## src/hdl/rrq_pkg.sv

```systemverilog
package rrq_pkg;

    typedef enum logic [1:0] {
        OP_ADMIT  = 2'd0,
        OP_REMOVE = 2'd1,
        OP_QUERY  = 2'd2
    } opcode_t;

    typedef enum logic [1:0] {
        ST_OK        = 2'd0,
        ST_FULL      = 2'd1,
        ST_NOT_FOUND = 2'd2,
        ST_EMPTY     = 2'd3
    } status_t;

    typedef enum logic [2:0] {
        S_IDLE  = 3'b001,
        S_CMP   = 3'b010,
        S_SHIFT = 3'b100
    } state_t;

    localparam int THREAD_ID_W = 8;
    localparam int COUNT_W     = 5;

endpackage

```

## src/hdl/round_robin_run_queue_top.sv

```systemverilog
// Channel  | Signals                                          | Transfer
// ---------+--------------------------------------------------+---------------------------
// command  | start, opcode, thread_id / busy                  | edge with start && !busy
// result   | done, status, head_id, head_valid, entry_count   | edge ending the done cycle
//
// Admit, query and a remove on an empty queue finish at once: done rises the cycle after the transfer.
// Remove walks the slot memory one entry per cycle through its single registered
// read port: it compares slots in order until it finds the id, then moves each later
// entry down one slot to close the gap, and done follows.
// Reset empties the queue; slot contents are not cleared. done cannot be stalled.
module round_robin_run_queue_top #(
    parameter int QUEUE_DEPTH = 16,
    parameter int ID_BITS     = 8
) (
    input  logic                               clk,
    input  logic                               rst_n,
    input  logic                               start,
    output logic                               busy,
    input  logic [1:0]                         opcode,
    input  logic [rrq_pkg::THREAD_ID_W-1:0]    thread_id,
    output logic                               done,
    output logic [1:0]                         status,
    output logic [rrq_pkg::THREAD_ID_W-1:0]    head_id,
    output logic                               head_valid,
    output logic [rrq_pkg::COUNT_W-1:0]        entry_count
);

    localparam int ADDR_W = (QUEUE_DEPTH > 1) ? $clog2(QUEUE_DEPTH) : 1;
    localparam int CNT_W  = $clog2(QUEUE_DEPTH + 1);
    localparam int TW     = rrq_pkg::THREAD_ID_W;
    localparam int CW     = rrq_pkg::COUNT_W;

    rrq_pkg::state_t    state_reg, state_next;
    logic [CNT_W-1:0]   occ_reg, occ_next;
    logic [ADDR_W-1:0]  idx_reg, idx_next;
    logic [ID_BITS-1:0] id_reg, id_next;
    logic [ID_BITS-1:0] head_reg, head_next;
    logic               done_reg, done_next;
    rrq_pkg::status_t   status_reg, status_next;

    logic               mem_we;
    logic [ADDR_W-1:0]  mem_waddr;
    logic [ID_BITS-1:0] mem_wdata;
    logic [ADDR_W-1:0]  mem_raddr;
    logic [ID_BITS-1:0] mem_rdata;

    logic [ID_BITS+TW-1:0] id_wide;
    logic [ID_BITS-1:0]    id_in;
    logic [CNT_W-1:0]      idx_plus1;
    logic [ID_BITS+TW-1:0] head_wide;
    logic [CNT_W+CW-1:0]   occ_wide;

    assign id_wide   = {{ID_BITS{1'b0}}, thread_id};
    assign id_in     = id_wide[ID_BITS-1:0];
    assign idx_plus1 = CNT_W'(idx_reg) + CNT_W'(1);

    rrq_slot_mem #(
        .DEPTH  (QUEUE_DEPTH),
        .WIDTH  (ID_BITS),
        .ADDR_W (ADDR_W)
    ) u_slot_mem (
        .clk   (clk),
        .we    (mem_we),
        .waddr (mem_waddr),
        .wdata (mem_wdata),
        .raddr (mem_raddr),
        .rdata (mem_rdata)
    );

    always_comb
    begin
        state_next  = state_reg;
        occ_next    = occ_reg;
        idx_next    = idx_reg;
        id_next     = id_reg;
        head_next   = head_reg;
        done_next   = 1'b0;
        status_next = status_reg;
        mem_we      = 1'b0;
        mem_waddr   = occ_reg[ADDR_W-1:0];
        mem_wdata   = id_in;
        mem_raddr   = '0;

        unique case (state_reg)
            rrq_pkg::S_IDLE:
            begin
                if (start)
                begin
                    id_next = id_in;
                    unique case (rrq_pkg::opcode_t'(opcode))
                        rrq_pkg::OP_ADMIT:
                        begin
                            done_next = 1'b1;
                            if (occ_reg >= CNT_W'(QUEUE_DEPTH))
                            begin
                                status_next = rrq_pkg::ST_FULL;
                            end
                            else
                            begin
                                mem_we      = 1'b1;
                                occ_next    = occ_reg + CNT_W'(1);
                                status_next = rrq_pkg::ST_OK;
                                if (occ_reg == '0)
                                begin
                                    head_next = id_in;
                                end
                            end
                        end
                        rrq_pkg::OP_REMOVE:
                        begin
                            if (occ_reg == '0)
                            begin
                                done_next   = 1'b1;
                                status_next = rrq_pkg::ST_EMPTY;
                            end
                            else
                            begin
                                // fetch slot 0 for the first compare
                                idx_next   = '0;
                                state_next = rrq_pkg::S_CMP;
                            end
                        end
                        default:
                        begin
                            done_next   = 1'b1;
                            status_next = (occ_reg == '0) ? rrq_pkg::ST_EMPTY
                                                          : rrq_pkg::ST_OK;
                        end
                    endcase
                end
            end
            rrq_pkg::S_CMP:
            begin
                // compare slot idx while fetching slot idx + 1
                mem_raddr = idx_plus1[ADDR_W-1:0];
                if (mem_rdata == id_reg)
                begin
                    occ_next = occ_reg - CNT_W'(1);
                    if (CNT_W'(idx_reg) < occ_reg - CNT_W'(1))
                    begin
                        state_next = rrq_pkg::S_SHIFT;
                    end
                    else
                    begin
                        done_next   = 1'b1;
                        status_next = rrq_pkg::ST_OK;
                        state_next  = rrq_pkg::S_IDLE;
                    end
                end
                else if (idx_plus1 < occ_reg)
                begin
                    idx_next = idx_plus1[ADDR_W-1:0];
                end
                else
                begin
                    done_next   = 1'b1;
                    status_next = rrq_pkg::ST_NOT_FOUND;
                    state_next  = rrq_pkg::S_IDLE;
                end
            end
            rrq_pkg::S_SHIFT:
            begin
                // move slot idx + 1 down into slot idx, fetch the one after
                mem_we    = 1'b1;
                mem_waddr = idx_reg;
                mem_wdata = mem_rdata;
                mem_raddr = idx_reg + ADDR_W'(2);
                if (idx_reg == '0)
                begin
                    head_next = mem_rdata;
                end
                idx_next = idx_plus1[ADDR_W-1:0];
                if (idx_plus1 >= occ_reg)
                begin
                    done_next   = 1'b1;
                    status_next = rrq_pkg::ST_OK;
                    state_next  = rrq_pkg::S_IDLE;
                end
            end
            default:
            begin
                state_next = rrq_pkg::S_IDLE;
            end
        endcase

        if (state_reg == rrq_pkg::S_IDLE && start)
        begin
            mem_raddr = '0;
        end
    end

    always_ff @(posedge clk or negedge rst_n)
    begin
        if (!rst_n)
        begin
            state_reg <= rrq_pkg::S_IDLE;
            occ_reg   <= '0;
            done_reg  <= 1'b0;
        end
        else
        begin
            state_reg <= state_next;
            occ_reg   <= occ_next;
            done_reg  <= done_next;
        end
    end

    always_ff @(posedge clk)
    begin
        idx_reg    <= idx_next;
        id_reg     <= id_next;
        head_reg   <= head_next;
        status_reg <= status_next;
    end

    assign head_wide = {{TW{1'b0}}, head_reg};
    assign occ_wide  = {{CW{1'b0}}, occ_reg};

    assign busy        = (state_reg != rrq_pkg::S_IDLE);
    assign done        = done_reg;
    assign status      = status_reg;
    assign head_valid  = (occ_reg != '0);
    assign head_id     = head_valid ? head_wide[TW-1:0] : '0;
    assign entry_count = occ_wide[CW-1:0];

endmodule

```

## src/hdl/rrq_slot_mem.sv

```systemverilog
module rrq_slot_mem #(
    parameter int DEPTH  = 16,
    parameter int WIDTH  = 8,
    parameter int ADDR_W = 4
) (
    input  logic              clk,
    input  logic              we,
    input  logic [ADDR_W-1:0] waddr,
    input  logic [WIDTH-1:0]  wdata,
    input  logic [ADDR_W-1:0] raddr,
    output logic [WIDTH-1:0]  rdata
);

    logic [WIDTH-1:0] mem [DEPTH];
    logic [WIDTH-1:0] rdata_reg;

    always_ff @(posedge clk)
    begin
        if (we)
        begin
            mem[waddr] <= wdata;
        end
        rdata_reg <= mem[raddr];
    end

    assign rdata = rdata_reg;

endmodule

```

## config.mk

```make
export PLATFORM = sky130hd
export DESIGN_NAME = round_robin_run_queue_top
export DESIGN_NICKNAME = d
export VERILOG_FILES = /design/src/hdl/rrq_pkg.sv /design/src/hdl/round_robin_run_queue_top.sv /design/src/hdl/rrq_slot_mem.sv
export SDC_FILE = /design/constraint.sdc
export NUM_CORES = 1
export LEC_CHECK = 0
export BUFFER_PORTS_ARGS = -buffer_cell sky130_fd_sc_hd__buf_2
export CAP_MARGIN = 20
export CORE_MARGIN = 8
export CORE_UTILIZATION = 50
export CTS_BUF_LIST = sky130_fd_sc_hd__clkbuf_16
export CTS_CLUSTER_SIZE = 14
export DETAILED_ROUTE_END_ITERATION = 8
export GPL_ROUTABILITY_DRIVEN = 0
export GPL_TIMING_DRIVEN = 1
export PLACE_DENSITY = 0.71
export REMOVE_ABC_BUFFERS = 1
export SLEW_MARGIN = 0
export SYNTH_ARGS = -nofsm -noshare
export SYNTH_HDL_FRONTEND = slang
export SYNTH_SLANG_ARGS = --single-unit
```

## constraint.sdc

```tcl
create_clock -name clk -period 2.5 [get_ports clk]
set_clock_uncertainty 0.05 [all_clocks]
set_input_delay 0.125 -clock clk [delete_from_list [all_inputs] [get_ports clk]]
set_output_delay 0.125 -clock clk [all_outputs]
set_load 0.1 [all_outputs]
```

# [Word-level counts from Yosys, hierarchy flattened]
# Memory sizes are Yosys's and may differ from the RTL's. A register that Yosys moved wholly into a read port is not among the register bits.
# Cells that the tools add are included.
[word_totals] regBits=31 ram_bits=128 inputBits=13 output_inout_bits=18 wordCells=104 memories=1
[memory_table] memory="u_slot_mem.mem" depth=16 word_bits=8 read_ports=1 rd_clocked_by_memory_dff=1 write_ports=1 line="rrq_slot_mem.sv:14" text="logic [WIDTH-1:0] mem [DEPTH];"
[classes] addsub=4 n_lt_le_gt_ge=4 n_eq_ne=20 muxes=54 reduce_logical=14
[ops] op="two-way mux 8 bit" count=7
[ops] op="two-way mux 4 bit" count=7
[ops] op="two-way mux 3 bit" count=7
[ops] op="two-way mux 5 bit" count=4
[ops] op="!= test 2 bit (second input constant)" count=9
[ops] op="AND reduction 6 bit" count=3
[ops] op="one-hot mux 8 bit (2 select lines)" count=1
[ops] op="two-way mux 2 bit" count=7
[ops] op="two-way mux 1 bit" count=13
[ops] op="one-hot mux 4 bit (3 select lines)" count=1
[ops] op="one-hot mux 5 bit (2 select lines)" count=1
[ops] op="AND reduction 5 bit" count=2
[ops] op="!= test 3 bit (second input constant)" count=3
[ops] op="one-hot mux 3 bit (3 select lines)" count=1
[ops] op="== test 8 bit" count=1
[ops] op="one-hot mux 4 bit (2 select lines)" count=1
[ops] op="one-hot mux 2 bit (3 select lines)" count=1
[ops] op="adder 4 x 1 -> 5 bit (second input constant)" count=1
[ops] op="adder 5 x 1 -> 5 bit (second input constant)" count=1
[ops] op=">= comparator 5 bit" count=1
[ops] op=">= comparator 5 bit (second input constant)" count=1
[ops] op="logical NOT 5 bit" count=1
[ops] op="less-than comparator 4 x 5 -> 1 bit" count=1
[ops] op="less-than comparator 5 bit" count=1
[ops] op="18 further kinds" count=20

# [Logic depth before layout (Yosys ltp)]
# Gate-level depths: netlist of run 1.
[depth] word_depth=7 depth_mapped=9 ltp_nobuf=9

# [Cells and area by module]
# A second synthesis of run 1 with hierarchy kept.
[hier_totals] hier_cells=438 area_unflattened_um2=7138.1
[by_module_without_submodules] mod="rrq_slot_mem" instances=1 cells_per_inst=229 area_each_um2=5147.4 seq_area_each_um2=4003.8
[by_module_without_submodules] mod="round_robin_run_queue_top" instances=1 cells_per_inst=209 area_each_um2=1990.7 seq_area_each_um2=887.1

# [Worst setup path after synthesis of run 1]
# OpenSTA, ideal clock, no wires.
[synth_timing] path_kind="register -> output" start="register occ_reg[0], in the netlist entry_count[0]" end="output port head_id[0] (netlist name)" arrival_time_ns=3.551 t_required_ns=2.325 slack_ns=-1.226 path_stages_with_launch=6 path_buffers=1 cell_sequence="dfrtp_1 -> inv_1 -> ha_1 -> nand3_1 -> clkbuf_1 -> and2_1"
[synth_between] elab_chain_len=2
[synth_rtl] element="start: declaration" line="round_robin_run_queue_top.sv:34" text="logic [CNT_W-1:0] occ_reg, occ_next;"
[synth_rtl] element="start signal: assignment" line="round_robin_run_queue_top.sv:203" text="occ_reg <= occ_next;"
[synth_rtl] element="nonzero test 5 bit" line="round_robin_run_queue_top.sv:222" text="assign head_valid = (occ_reg != '0);"
[synth_rtl] element="named net head_valid" line="round_robin_run_queue_top.sv:24" text="output logic head_valid,"
[synth_rtl] element="two-way mux 8 bit" line="round_robin_run_queue_top.sv:223" text="assign head_id = head_valid ? head_wide[TW-1:0] : '0;"
[synth_rtl] element="end: declaration" line="round_robin_run_queue_top.sv:23" text="output logic [rrq_pkg::THREAD_ID_W-1:0] head_id,"
# The timed path passes the listed nets, and every way through them passes these cells.

# [Worst setup path after layout of run 1]
[layout_timing] start="register idx_reg[0]" end="register u_slot_mem.rdata_reg[1], in the netlist u_slot_mem.rdata[1], read port of u_slot_mem.mem"
[layout_between] elab_chain_len=3 word_cells_on_any_way=4 cone_classes="add/sub: 2; mux: 2"
[layout_rtl] element="start: declaration" line="round_robin_run_queue_top.sv:35" text="logic [ADDR_W-1:0] idx_reg, idx_next;"
[layout_rtl] element="start signal: assignment" line="round_robin_run_queue_top.sv:210" text="idx_reg <= idx_next;"
[layout_rtl] element="adder 4 x 2 -> 4 bit / adder 4 x 1 -> 5 bit (equally long branches)" line="round_robin_run_queue_top.sv:167, round_robin_run_queue_top.sv:55"
[layout_rtl] element="one-hot mux 4 bit (2 select lines) *" line="round_robin_run_queue_top.sv:84" text="unique case (state_reg)"
[layout_rtl] element="two-way mux 4 bit *" line="round_robin_run_queue_top.sv:186" text="if (state_reg == rrq_pkg::S_IDLE && start)"
[layout_rtl] element="end: declaration" line="rrq_slot_mem.sv:15" text="logic [WIDTH-1:0] rdata_reg;"
# Mark *: on every way between the ends. The rest lies on a longest branch, timed or not.
# A chain may end at the register's enable or synchronous reset.

==> impl_results.md, run 1 <==
* Status: finished, violations left
* Failing checks: setup timing
* Number of CTS-inserted buffers at 17
* TritonCTS clock tree: yes
* Maxcap violations at 0
* Slew HR at 54.1%
* Routed len/inst at approximately 23 µm
* Largest fanout on the critical path at 20
* Tcrit/Tclk final at 106%
* Final Max Tran Viols at 0
* CTS Root Cell: clkbuf_16
* Fmax at about 380 MHz
* Most flop-heavy register: u_slot_mem.mem
* Clock transition at path regs at roughly 0.07 ns
* CP startpoint kind: flip-flop
* Global-route wire length before repair at between 20000 and 30000 µm
* GRT overflow at 0
* Clk_lat worst skew at roughly 0.44 ns
* Pleak at 3.49 nW
* Mean Syn Cell Area at 13.6 µm²
* Hold Crit Class: in -> async
* Hold Vio Cnt, Final at 0
* Rows at 44
* Final wirelength at 20000 µm
* Asr flop ratio synth at under 10%
* Largest net degree at the start of global routing at between 40 and 50
* Pwr dens at 1090 nW/µm²
* Register bit total from synthesis at 167
* Largest cells by area after synthesis: edfxtp_1, a211oi_1, mux2i_1, and3_1, a2111oi_0
* Max reg flops at between 100 and 150
* Clk sink count at roughly 170
* Top FF cell, synth: edfxtp_1
* Post-synth EDFFs at 150
* Layout cells sized above 1 at 32.4%
* Nets@finish at just over 700
* Finished Core Util at between 60% and 70%
* Pre-antenna DRT Iters at 5
* Starting Density at between 50% and 60%
* Ant diodes at 0
* Post-DRT Antenna Nets at 0
* Synth Cell Area at about 7500 µm²
* # H-tree levels at 4
* CP required at 2.75 ns
* Ys Warns at 0
* Setup crit start: idx_reg[0]
* Antenna violations before repair at 0
* Cell count after synthesis at 551
* DR vias at ~5400
* Fillers at around 1000
* Slew of the pin with the lowest slew margin at ~0.69 ns
* Die H at 139 µm
* Die ar. at around 19000 µm²
* RSZ-0062 raised after global routing: true
* Crit path DAT at between 2 and 3 ns
* HPWL after DPL at 12800 µm
* R2R depth at 7
* GRT Overall Usage at approximately 20%
* CTS Buffer Depth at 2
* # IOs at 31
* Vias in the first global route at 5215
* DRT iter0 DRCs at about 750
* Largest area contributor in the netlist: edfxtp_1
* Unique cell type count in the Yosys netlist at between 50 and 60
* Part of the Yosys area used for sequential elements at about two thirds
* Peak supply drop at between 0.6 and 0.7 mV
* Area of the core at 14600 µm²
* Vias per cell at approximately 6.2
* Crit Path Class: reg -> reg
* Period minus WS final at ~2.6 ns
* Setup ws final at -0.140 ns
* Worst Setup End Kind: flip-flop
* Port buffer count at 30
* RR Endpoint: u_slot_mem.rdata[1]
* FF-to-FF Start: idx_reg[0]
* Register-to-register setup slack at -0.14 ns
* Die X at 139 µm
* Area grow syn2layout at 27.8%
* Top cell type's share of synthesized area at 60.0%
* DR DRC count at 0
* Post-Place Setup Slack at -0.326 ns
* Setup Viol. Count Final at 16
## layout make-up
cell class                 count  area (µm²)  area share [%]
clock buffer                  17         425            4.43
timing repair buffer         148        1230            12.8
tap                          184         230            2.40
clock inverter                15         151            1.58
multi-input combinational    333        2630            27.4
sequential                   167        4890            51.0
inverter                      11        41.3           0.430
## critical path, stage by stage (launching register included)
cell,delay [ns]
edfxtp_1,0.44
or4b_4,0.61
buf_12,0.19
and3_1,0.18
a211oi_1,0.24
a2111oi_1,0.11
buf_4,0.16
or4_1,0.52
## metal layers
layer | global-route usage (%) | up-vias | share of wire, %
met5 | 0 | - | 0
met4 | 9.10 | 0 | 2.3
met3 | 4.73 | 46 | 8.1
met2 | 30.9 | 303 | 48
met1 | 26.1 | 2672 | 42
li1 | - | 2407 | -
## repair_timing
item / CTS / global route
hold buffers: 11 / 0
pin swaps: 7 / 6
endpoints found under the hold margin: 19 / 0
resized for setup: 34 / 33
gates cloned: 1 / 2
buffers inserted: 6 / 1
endpoints found under the setup margin: 47 / 64
## power by group
group,internal [mW],switching (mW)
Sequential,3.32,0.187
Combinational,1.78,2.65
Clock,1.39,1.12
Total,6.49,3.96
## cell usage in the layout, fill, tap and decap left out, types with 8 or more instances in the layout
master         synthesis  final
ha_1                  15     12
xnor2_1               17     16
buf_2                  9     30
edfxtp_1             150    150
inv_1                 11     12
nor4_1                 9      9
a211oi_2               0     13
clkbuf_16              0     19
a2111oi_0             24     14
and2_1                11     10
nand2_1               38     38
dfrtp_1                8      8
nor2_1                27     23
dlygate4sd3_1          0     11
mux2i_1               26     21
dfxtp_1                8      8
buf_4                  4     93
and3_1                36     36
a211oi_1              42     25
## Yosys cell counts, drive strengths merged (9+ instances only)
cell and n:
edfxtp 150, and3 42, a2111oi 24, nor4 9
mux2i 26, xnor2 17, nor2 27, nand2 39
clkbuf 18, inv 11, buf 21, and2 11
ha 15, a211oi 42
## worst max path at each step
stage / endpoint / slack, ns / depth (start not counted)
2_1_floorplan: head_id[0] / -1.02 / 4
3_3_place_gp: u_slot_mem.rdata[0] / -0.25 / 7
3_5_place_dp: u_slot_mem.rdata[2] / -0.33 / 7
4_1_cts: u_slot_mem.rdata[4] / -0.14 / 7
5_1_grt: u_slot_mem.rdata[3] / -0.17 / 7
6_report: u_slot_mem.rdata[1] / -0.14 / 7
## kinds of logic after synthesis
group                      after synthesis  share of synthesized area [%]
DFF                                    167                           65.2
muxes                                   26                           3.47
and+or+nand+nor                        166                           12.1
AOI/OAI and AO/OA                      108                           11.0
xor gates and xnor gates                18                           2.10
adders and majority gates               15                           2.50
buffers and inverters                   51                           3.63
## metrics by stage
| step | total power, mW | setup TNS (ns) | hold WS (ns) | cell area [µm²] | std cells |
|---|---|---|---|---|---|
| 2_1_floorplan | 5.92 | -20.33 | -0.221 | 7270 | 511 |
| 3_3_place_gp | 7.23 | -2.82 | -0.0604 | 8470 | 822 |
| 3_5_place_dp | 7.30 | -3.64 | -0.0556 | 8470 | 822 |
| 4_1_cts | 10.2 | -1.02 | 0.0128 | 9380 | 872 |
| 5_1_grt | 10.8 | -3.68 | 0.0295 | 9590 | 875 |
| 6_report | 10.5 | -1.00 | 0.0225 | 9590 | 875 |
No activity file was read; power rests on OpenSTA's default activity.
==> inputs of run 2 (changes only) <==
ABC_AREA = 1   (was not set)
CAP_MARGIN = not set   (was 20)
CORE_UTILIZATION = 30   (was 50)
PLACE_DENSITY = 0.48   (was 0.71)
==> run 2 against run 1 <==
  * Sequential cell count unchanged
  * Worst setup slack gained 0.26 ns
  * Largest power group is now registers
  * Critical path type is now reg -> out
  * Global-route usage down 6.6 points
  * Power shrank 13%
  * Combinational power fell by 30%
  * Hold slack better by 0.025 ns
  * Highest routed layer unchanged
  * Area after synthesis increased by 6.6%
  * Cell area is 0.33% lower
  * The run now ends clean
  * Critical endpoint is now head_id[2]
  * First-iteration DRC count shrank 42%
  * Critical path depth stayed put
==> impl_results.md, run 2 <==
* Pwr dens at 949 nW/µm² (was 1090 nW/µm²)
* Hold Crit Class: in -> async (unchanged)
* Pre-antenna DRT Iters at 5 (unchanged)
* Post-synth EDFFs at 150 (unchanged)
* Synth Cell Area at 8000 µm² (was 7500 µm²)
* CP required at 2.33 ns (was 2.75 ns)
* Unique cell type count in the Yosys netlist at 34 (was 58)
* Setup Viol. Count Final at 0 (was 16)
* Vias per cell at 4.56 (was 6.20)
* Fmax at 421 MHz (was 379 MHz)
* Area grow syn2layout at 19.6% (was 27.8%)
* Largest fanout on the critical path at 10 (was 20)
* Top FF cell, synth: edfxtp_1 (unchanged)
* Port buffer count at 30 (unchanged)
* Largest cells by area after synthesis: edfxtp_1, nand3_1, nand2_1, nand3b_1, inv_1 (was edfxtp_1, a211oi_1, mux2i_1, and3_1, a2111oi_0)
* Die H at 179 µm (was 139 µm)
* Crit Path Class: reg -> out (was reg -> reg)
* Maxcap violations at 0 (unchanged)
* Slew of the pin with the lowest slew margin at 0.747 ns (was 0.686 ns)
* Nets@finish at 884 (was 706)
* Most frequent cell after synthesis: nand2_1 (was edfxtp_1)
* Layout cells sized above 1 at 17.8% (was 32.4%)
* GRT overflow at 0 (unchanged)
* Largest area contributor in the netlist: edfxtp_1 (unchanged)
* Cell Count Post-Placement at 1160 (was 822)
* Cell count after synthesis at 770 (was 551)
* Hold_ws at 0.0479 ns (was 0.0225 ns)
* Clock transition at path regs at 0.07 ns (about the same)
* # H-tree levels at 4 (unchanged)
* Global-route wire length before repair at 31800 µm (was 29600 µm)
* Hold Vio Cnt, Final at 0 (unchanged)
* Clk_lat worst skew at 0.43 ns (was 0.44 ns)
* Largest net degree at the start of global routing at 65 (was 41)
* Final wirelength at 20700 µm (was 20000 µm)
* Clk sink count at 167 (unchanged)
* HPWL after DPL at 13200 µm (was 12800 µm)
* Die ar. at 32100 µm² (was 19200 µm²)
* CTS Buffer Depth at 2 (unchanged)
* Pleak at 3.95 nW (was 3.49 nW)
* # IOs at 31 (unchanged)
* Area of the core at 26100 µm² (was 14600 µm²)
* Commonest cells post-synth: nand2_1, edfxtp_1, nand3_1 (was edfxtp_1, a211oi_1, nand2_1)
* DR vias at 5489 (was 5428)
* Top cell type's share of synthesized area at 56.3% (was 60.0%)
* CTS Root Cell: clkbuf_16 (unchanged)
* Die X at 179 µm (was 139 µm)
* Status: complete, no violations (was finished, violations left)
* Part of the Yosys area used for sequential elements at 61.2% (was 65.2%)
* Peak supply drop at 0.368 mV (was 0.688 mV)
* Antenna violations before repair at 0 (unchanged)
* Rows at 59 (was 44)
* Register bit total from synthesis at 167 (unchanged)
* Ant diodes at 0 (unchanged)
* Most frequent cells in the layout: nand2_1, edfxtp_1, nand3_1, inv_1, nand3b_1 (was edfxtp_1, buf_4, nand2_1, and3_1, buf_2)
* Most common cell after layout, fill and taps aside: nand2_1 (was edfxtp_1)
* Slew HR at 50.0% (was 54.1%)
* Max reg flops at 128 (unchanged)
* DRT iter0 DRCs at 430 (was 747)
* Crit path DAT at 2.20 ns (was 2.89 ns)
* Tcrit/Tclk final at 95.1% (was 106%)
* Most flop-heavy register: u_slot_mem.mem (unchanged)
* Asr flop ratio synth at 5.39% (unchanged)
* Starting Density at 30.6% (was 51.4%)
* Worst Setup End Kind: output port (was flip-flop)
* GRT Overall Usage at 13.4% (was 20.0%)
* Post-DRT Antenna Nets at 0 (unchanged)
* DR DRC count at 0 (unchanged)
* CP startpoint kind: flip-flop (unchanged)
* Final non-filler cell total at 1204 (was 875)
* Number of CTS-inserted buffers at 17 (unchanged)
* Finished Core Util at 36.6% (was 65.8%)
* Routed len/inst at 17.2 µm (was 22.9 µm)
* Mean Syn Cell Area at 10.4 µm² (was 13.6 µm²)
* Period minus WS final at 2.38 ns (was 2.64 ns)
* Ys Warns at 0 (unchanged)
* TritonCTS clock tree: yes (unchanged)
* Final Max Tran Viols at 0 (unchanged)
* Vias in the first global route at 5390 (was 5215)
run 2: kinds of logic after synthesis:
family | synth area share (%)
and+or+nand+nor | 24.7
DFF | 61.2
buffers and inverters | 8.39
AOI/OAI and AO/OA | 2.11
adders and majority gates | 2.35
xor gates and xnor gates | 1.31
run 2: path summary, 6_finish.rpt:
kind                                start             end  slack [ns]  depth (start not counted)
setup / recovery           entry_count[1]      head_id[2]        0.12                          7
hold / removal                      rst_n  entry_count[4]        0.05                          2
setup reg to reg               idx_reg[1]      idx_reg[1]        0.16                         12
hold reg to reg            entry_count[0]  entry_count[0]        0.59                          3
max in group asynchronous           rst_n    state_reg[0]        2.09                          2
min in group clk                opcode[1]       status[1]        0.08                          4
run 2: layer usage:
| layer | track usage, % | routed length (µm) |
|---|---|---|
| met2 | 21.4 | 9690 |
| met5 | 0 | 0 |
| met4 | 4.51 | 348 |
| met1 | 18.0 | 9940 |
| met3 | 2.55 | 700 |
run 2: cell type report:
cell class | instances | area [µm²]
multi-input combinational | 450 | 2470
sequential | 167 | 4890
clock buffer | 17 | 425
tap | 335 | 419
timing repair buffer | 100 | 753
clock inverter | 15 | 145
inverter | 120 | 455
fill | 2668 | 16600
run 2: worst max-delay path, stage by stage (launching register included):
cell and delay, ns:
dfrtp_1 0.52, inv_1 0.18, ha_1 0.23, nand3_1 0.13
buf_4 0.20, nand2_1 0.06, inv_1 0.05, buf_2 0.41
run 2: through the flow:
step / total power, mW / setup WS (ns) / TNS, ns / cell area (µm²)
2_1_floorplan: 5.49 / -1.05 / -50.75 / 7780
3_3_place_gp: 6.50 / 0.0827 / 0 / 8820
3_5_place_dp: 6.50 / 0.0815 / 0 / 8820
4_1_cts: 9.04 / 0.0665 / 0 / 9480
5_1_grt: 9.60 / -0.0148 / -0.0552 / 9560
6_report: 9.07 / 0.123 / 0 / 9560
run 2: repair_timing:
item                                   4_1_cts  5_1_grt
setup buffers                                0        3
gates resized for setup                      0       17
hold buffers                                 9        0
setup endpoints to repair                    0       17
endpoints found under the hold margin       17        0
run 2: power breakdown:
group	leakage, nW	internal, mW	switching [mW]	total [mW]
Sequential	1.53	3.28	0.176	3.46
Combinational	2.15	1.01	2.08	3.09
Clock	0.270	1.39	1.13	2.53
